`src/sv/scfr_pkg.sv`:
```
// ----------------------------------------------------------------------------
// scfr_pkg: serial command frame receiver package
// Shared byte type, frame phase codes and checksum helper.
// ----------------------------------------------------------------------------
package scfr_pkg;

  typedef logic [7:0] byte_t;
  typedef logic [3:0] phase_t;
  typedef logic [10:0] check_t;

  localparam byte_t HEADER_BYTE = 8'hFF;

  // frame phase codes
  localparam phase_t PH_HEAD1    = 4'd1;
  localparam phase_t PH_HEAD2    = 4'd2;
  localparam phase_t PH_MODE     = 4'd3;
  localparam phase_t PH_AUX0     = 4'd4;
  localparam phase_t PH_AUX1     = 4'd5;
  localparam phase_t PH_ANGLE    = 4'd6;
  localparam phase_t PH_X0       = 4'd7;
  localparam phase_t PH_X1       = 4'd8;
  localparam phase_t PH_Y0       = 4'd9;
  localparam phase_t PH_Y1       = 4'd10;
  localparam phase_t PH_CHECK_HI = 4'd11;
  localparam phase_t PH_CHECK_LO = 4'd12;

  // |(angle + x0 + x1 + y0 + y1 + 1) - (mode + aux0 + aux1)|, range 0..1276
  function automatic check_t frame_check(
    input byte_t mode_b, input byte_t aux0_b, input byte_t aux1_b,
    input byte_t angle_b, input byte_t x0_b, input byte_t x1_b,
    input byte_t y0_b, input byte_t y1_b
  );
    logic [10:0] plus;
    logic [9:0]  minus;
    logic [11:0] diff;
    plus  = {3'b000, angle_b} + {3'b000, x0_b} + {3'b000, x1_b}
          + {3'b000, y0_b} + {3'b000, y1_b} + 11'd1;
    minus = {2'b00, mode_b} + {2'b00, aux0_b} + {2'b00, aux1_b};
    diff  = {1'b0, plus} - {2'b00, minus};
    if (diff[11]) begin
      frame_check = check_t'(12'd0 - diff);
    end else begin
      frame_check = diff[10:0];
    end
  endfunction

endpackage

```
`src/sv/serial_command_frame_receiver_top.sv`:
```
// Path: a byte is taken into the input register, and from there the
// closing check byte loads the result register, so a frame result reaches the
// outputs through two register stages (input register, result register).
// Throughput: one byte per cycle; input stalls only while a result waits.
// Reset: synchronous active-low rst_n clears valids and returns the phase to
// header search; captured bytes are not reset.
// ----------------------------------------------------------------------------
// serial_command_frame_receiver_top: serial command frame receiver
// Finds the two 0xFF header bytes, captures the ten-byte frame behind them and emits
// its fields with a checksum ok flag, then resumes header search.
// ----------------------------------------------------------------------------
module serial_command_frame_receiver_top (
  input  logic            clk,
  input  logic            rst_n,
  input  logic            in_valid,
  output logic            in_stall,
  input  scfr_pkg::byte_t in_rx_byte,
  output logic            out_valid,
  input  logic            out_stall,
  output logic            out_frame_ok,
  output scfr_pkg::byte_t out_mode_value,
  output scfr_pkg::byte_t out_aux_first,
  output scfr_pkg::byte_t out_aux_second,
  output scfr_pkg::byte_t out_angle_value,
  output scfr_pkg::byte_t out_pos_x_first,
  output scfr_pkg::byte_t out_pos_x_second,
  output scfr_pkg::byte_t out_pos_y_first,
  output scfr_pkg::byte_t out_pos_y_second
);
  import scfr_pkg::*;

  logic   in_valid_r;
  byte_t  in_byte_r;
  phase_t phase_r, phase_nxt;
  byte_t  mode_r, aux0_r, aux1_r, angle_r, x0_r, x1_r, y0_r, y1_r, check_hi_r;
  logic   out_valid_r;
  logic   frame_ok_r, frame_ok_nxt;
  logic   blocked;
  logic   proc;
  logic   emit;
  check_t check_val;

  // result register still held by the consumer
  assign blocked  = out_valid_r & out_stall;
  assign proc     = in_valid_r & ~blocked;
  assign in_stall = in_valid_r & blocked;

  // input register
  always_ff @(posedge clk) begin
    if (!rst_n) begin
      in_valid_r <= 1'b0;
    end else if (!in_stall) begin
      in_valid_r <= in_valid;
    end
  end

  always_ff @(posedge clk) begin
    if (in_valid && !in_stall) begin
      in_byte_r <= in_rx_byte;
    end
  end

  // checksum and compare for the closing byte
  assign check_val    = frame_check(mode_r, aux0_r, aux1_r, angle_r, x0_r, x1_r, y0_r, y1_r);
  assign frame_ok_nxt = ({5'd0, check_val[10:8]} == check_hi_r) &&
                        (check_val[7:0] == in_byte_r);

  // next phase
  always_comb begin
    emit      = 1'b0;
    phase_nxt = phase_r;
    case (phase_r)
      PH_HEAD2: begin
        phase_nxt = (in_byte_r == HEADER_BYTE) ? PH_MODE : PH_HEAD1;
      end
      PH_MODE, PH_AUX0, PH_AUX1, PH_ANGLE, PH_X0, PH_X1, PH_Y0, PH_Y1,
      PH_CHECK_HI: begin
        phase_nxt = phase_r + 4'd1;
      end
      PH_CHECK_LO: begin
        emit      = 1'b1;
        phase_nxt = PH_HEAD1;
      end
      default: begin
        // first header, and any stray code behaves the same
        phase_nxt = (in_byte_r == HEADER_BYTE) ? PH_HEAD2 : PH_HEAD1;
      end
    endcase
  end

  always_ff @(posedge clk) begin
    if (!rst_n) begin
      phase_r <= PH_HEAD1;
    end else if (proc) begin
      phase_r <= phase_nxt;
    end
  end

  // field capture
  always_ff @(posedge clk) begin
    if (proc) begin
      case (phase_r)
        PH_MODE:     mode_r     <= in_byte_r;
        PH_AUX0:     aux0_r     <= in_byte_r;
        PH_AUX1:     aux1_r     <= in_byte_r;
        PH_ANGLE:    angle_r    <= in_byte_r;
        PH_X0:       x0_r       <= in_byte_r;
        PH_X1:       x1_r       <= in_byte_r;
        PH_Y0:       y0_r       <= in_byte_r;
        PH_Y1:       y1_r       <= in_byte_r;
        PH_CHECK_HI: check_hi_r <= in_byte_r;
        default: begin
        end
      endcase
    end
  end

  // result register
  always_ff @(posedge clk) begin
    if (!rst_n) begin
      out_valid_r <= 1'b0;
    end else if (proc && emit) begin
      out_valid_r <= 1'b1;
    end else if (!out_stall) begin
      out_valid_r <= 1'b0;
    end
  end

  always_ff @(posedge clk) begin
    if (proc && emit) begin
      frame_ok_r <= frame_ok_nxt;
    end
  end

  assign out_valid        = out_valid_r;
  assign out_frame_ok     = frame_ok_r;
  // captured bytes stay put until the next frame reaches them
  assign out_mode_value   = mode_r;
  assign out_aux_first    = aux0_r;
  assign out_aux_second   = aux1_r;
  assign out_angle_value  = angle_r;
  assign out_pos_x_first  = x0_r;
  assign out_pos_x_second = x1_r;
  assign out_pos_y_first  = y0_r;
  assign out_pos_y_second = y1_r;

`ifndef NO_ASSERTIONS
  // phase never leaves the frame range
  a_phase_range: assert property (@(posedge clk) disable iff (!rst_n)
    phase_r >= PH_HEAD1 && phase_r <= PH_CHECK_LO)
    else $error("frame phase out of range");

  // closing byte gives a result and restarts header search
  a_emit: assert property (@(posedge clk) disable iff (!rst_n)
    (proc && phase_r == PH_CHECK_LO) |=> (out_valid_r && phase_r == PH_HEAD1))
    else $error("closing byte did not produce a result");

  // input only held back by a waiting result
  a_stall_cause: assert property (@(posedge clk) disable iff (!rst_n)
    in_stall |-> (out_valid_r && out_stall && in_valid_r))
    else $error("input stalled without a waiting result");

  // captured fields frozen while a result waits
  a_fields_hold: assert property (@(posedge clk) disable iff (!rst_n)
    blocked |=> ($stable(mode_r) && $stable(y1_r) && $stable(frame_ok_r)))
    else $error("result fields changed while stalled");
`endif

endmodule
```
`config.mk`:
```
export PLATFORM = sky130hd
export DESIGN_NAME = serial_command_frame_receiver_top
export DESIGN_NICKNAME = d
export VERILOG_FILES = /design/src/sv/scfr_pkg.sv /design/src/sv/serial_command_frame_receiver_top.sv
export SDC_FILE = /design/constraint.sdc
export NUM_CORES = 1
export LEC_CHECK = 0
export BUFFER_PORTS_ARGS = -buffer_cell sky130_fd_sc_hd__buf_2
export CAP_MARGIN = 10
export CORE_ASPECT_RATIO = 1.1
export CORE_UTILIZATION = 45
export CTS_CLUSTER_DIAMETER = 60
export DETAILED_ROUTE_END_ITERATION = 10
export GPL_ROUTABILITY_DRIVEN = 0
export PLACE_DENSITY = 0.72
export SLEW_MARGIN = 20
export SYNTH_ARGS = -nofsm -noshare
export SYNTH_HDL_FRONTEND = slang
export SYNTH_SLANG_ARGS = --single-unit
```
`constraint.sdc`:
```
create_clock -name clk -period 13.4 [get_ports clk]
set_clock_uncertainty 0.05 [all_clocks]
set_input_delay 2.68 -clock clk [delete_from_list [all_inputs] [get_ports clk]]
set_output_delay 2.68 -clock clk [all_outputs]
set_load 0.1 [all_outputs]
```
==> reports/qor.csv <==
stage;metric;value;unit
job;cap_violations;0;
global_route;grt_pass1_wl;17700;um
placed_design;io_buffer_count;78;
global_route;antenna_found_initial;0;
clock_tree;cts_root_buffer;clkbuf_16;
clock_tree;cts_tree;yes;
cells_and_area;area_growth;16.4;%
detailed_routing;drcViolationCount;0;
yosys;synth_seq_cells;87;
detailed_routing;avgViaCountPerCell;5.03;
yosys;synth_area;5240;um^2
placed_design;hpwl;8500;um
yosys;synthXorXnorAreaFrac;0.0282;
detailed_routing;postRouteAntennaNets;0;
clock_tree;cts.sinks;87;
clock_tree;cts_inserted_buffers;9;
yosys;synth_compound_area_frac;0.0791;
critical_path;critPathArrivalTime;3.40;ns
yosys;syn_avg_cell_area;12.3;um^2
critical_path;critPathMaxFanout;3;
detailed_routing;avgRoutedWirePerCell;16.4;um
critical_path;worst_setup_path_end_kind;output pin;
sta;tightest_slew;0.782;ns
yosys;synth-seq-area-share;0.488;
floorplan;die_w;105;um
clock_tree;postCtsHoldBufs;0;
yosys;synthArstFlopShare;0;
detailed_routing;drt_iter0_drc;181;
cells_and_area;drive_above_1_share;0.202;
power_and_ir_drop;ir_drop;0.0763;mV
sta;grt_setup_unrepaired;false;
min_path;worstHoldStart;out_valid;
global_route;track_usage;0.194;
global_route;grt_overflow;0;
floorplan;initial_core_util;0.471;
sta;drv_slew;0;
clock_tree;cts_setup_buffers;0;
floorplan;die_h;115;um
yosys;synthDistinctLibCells;53;
global_route;grt_max_degree;15;
clock_tree;clkTransAtPathRegs;0.06;ns
cells_and_area;final_util;0.548;
min_path;hold_path_class;reg -> reg;
floorplan;die-area;12100;um^2
yosys;synth_nets;505;
yosys;synth_edf_count;81;
yosys;syn_inst;426;
detailed_routing;dr.pass1.iters;4;
cells_and_area;nets;590;
sta;hold-worst-slack;0.483;ns
critical_path;required;10.67;ns
yosys;synth_mux_area_frac;0.00765;
yosys;synth_ff_type;edfxtp_1;
yosys;synth-simple-area-share;0.0760;
sta;max-slew-margin-rel;0.479;
critical_path;r2r_start;out_aux_first[1];
yosys;synth_top_family_by_area;adder cells;
clock_tree;cts_resized;0;
critical_path;path_class;in -> out;
detailed_routing;vias;3335;
sta;setup_viol;0;
yosys;synthAdderAreaFrac;0.232;
sta;fin_crit_sh;0.458;
sta;hold_viol;0;
floorplan;ios;79;
clock_tree;htreeDepth;3;
yosys;yosysWarnings;0;
detailed_routing;finalWirelength;10900;um
floorplan;core;11100;um^2
sta;tns;0;ns
sta;fmax;163;MHz
cells_and_area;n_antenna_cell;0;
global_route;grt_pass1_vias;3536;
critical_path;critPathLaunch;out_stall;
critical_path;cp-start-kind;input pin;
clock_tree;worstSkewPairLatency;0.34;ns
power_and_ir_drop;p_leak;2.71;nW
sta;period_minus_slack;6.13;ns
outcome;status;finished, final reports clean;
power_and_ir_drop;power_density;100;nW/um^2
floorplan;fp-row-count;40;
clock_tree;cts_max_path_buffers;2;
[cells by family after synthesis]
group | after synthesis
xor gates and xnor gates | 16
adders and majority gates | 67
DFF | 87
AOI/OAI and AO/OA | 56
muxes | 4
buffers and inverters | 125
and+or+nand+nor | 71
[area by class of cell]
class	instances	area, um^2
sequential	87	2550
tap	147	184
clock buffer	9	225
fill	935	5020
clock inverter	7	63.8
inverter	120	450
timing repair buffer	79	398
multi-input combinational	214	2220
[final timing paths]
path | endpoint | slack (ns) | depth (start not counted)
worst max-delay path | in_stall | 7.27 | 3
worst min-delay path | out_valid | 0.48 | 2
worst max register to register | out_frame_ok | 7.80 | 18
worst min register to register | out_valid | 0.48 | 2
[registers in the layout (all words and copies together) (netlist names), 8 cells and up]
register          flops
out_pos_x_first       8
check_hi_r            8
out_pos_y_first       8
out_pos_y_second      8
out_mode_value        8
out_angle_value       8
out_aux_first         8
out_aux_second        8
in_byte_r             8
out_pos_x_second      8
[worst max-delay path, stage by stage]
cell	delay, ns
buf_2	0.09
and3_1	0.20
buf_2	0.44
[cells in the final DEF, fill, tap and decap left out, types with 4 or more instances in the layout]
cell / netlist / layout
o22ai_1: 6 / 6
nand2_1: 15 / 15
edfxtp_1: 81 / 81
a211oi_1: 4 / 4
xnor2_1: 9 / 9
inv_1: 120 / 120
ha_1: 17 / 17
fa_1: 50 / 50
nor3_1: 5 / 5
mux2i_1: 4 / 4
nor2_1: 6 / 6
and3_1: 6 / 6
nand4_1: 4 / 4
clkbuf_16: 0 / 9
nand3_1: 7 / 7
o21ai_0: 7 / 7
xor2_1: 6 / 6
a21oi_1: 10 / 10
or2_2: 4 / 4
dfxtp_1: 6 / 6
buf_2: 0 / 78
and2_1: 7 / 7
[Yosys cell counts, drive strengths merged, types with 2 or more instances]
cell type	instances	area [um^2]
dfxtp	6	120
nor2b	4	32.5
and3	6	37.5
o21a	3	22.5
nor4	2	12.5
xor2	6	52.6
nor2	6	22.5
nand3	7	35.0
edfxtp	81	2430
o2111ai	2	17.5
a211oi	4	30.0
clkbuf	5	18.8
o211a	2	20.0
nor3	5	25.0
nand2	15	56.3
a21boi	3	22.5
or2	7	43.8
o22ai	6	37.5
a31oi	2	12.5
inv	120	450
o21ai	8	40.0
nand4	4	25.0
fa	50	1000
and2	7	43.8
nor4b	2	17.5
mux2i	4	40.0
nand2b	3	18.8
ha	17	213
a21oi	10	50.1
a221oi	2	17.5
xnor2	10	95.1
[through the flow]
| stage | instances | worst slack (ns) | instance area (um^2) | total power, mW |
|---|---|---|---|---|
| 2_1_floorplan | 426 | 7.18 | 5240 | 0.360 |
| 3_3_place_gp | 647 | 7.30 | 5800 | 0.374 |
| 3_5_place_dp | 647 | 7.26 | 5800 | 0.376 |
| 5_1_grt | 663 | 7.23 | 6090 | 0.634 |
| 4_1_cts | 663 | 7.26 | 6090 | 0.614 |
| 6_report | 663 | 7.27 | 6090 | 0.611 |
[metal layers]
layer	track usage	wire (um)	part of all wire	vias to the layer above
met4	0.0808	236	0.022	0
met1	0.244	4450	0.41	1650
li1	-	-	-	1569
met2	0.339	5680	0.52	97
met3	0.0289	511	0.047	19
met5	0	0	0	-
[report_power, final]
group	internal, mW	switching [mW]	leakage (nW)	total (mW)
clock network	0.143	0.0968	0.140	0.239
registers	0.302	0.00813	0.781	0.310
logic	0.0246	0.0372	1.79	0.0617
Note: power is estimated with default switching activity, not from simulation.
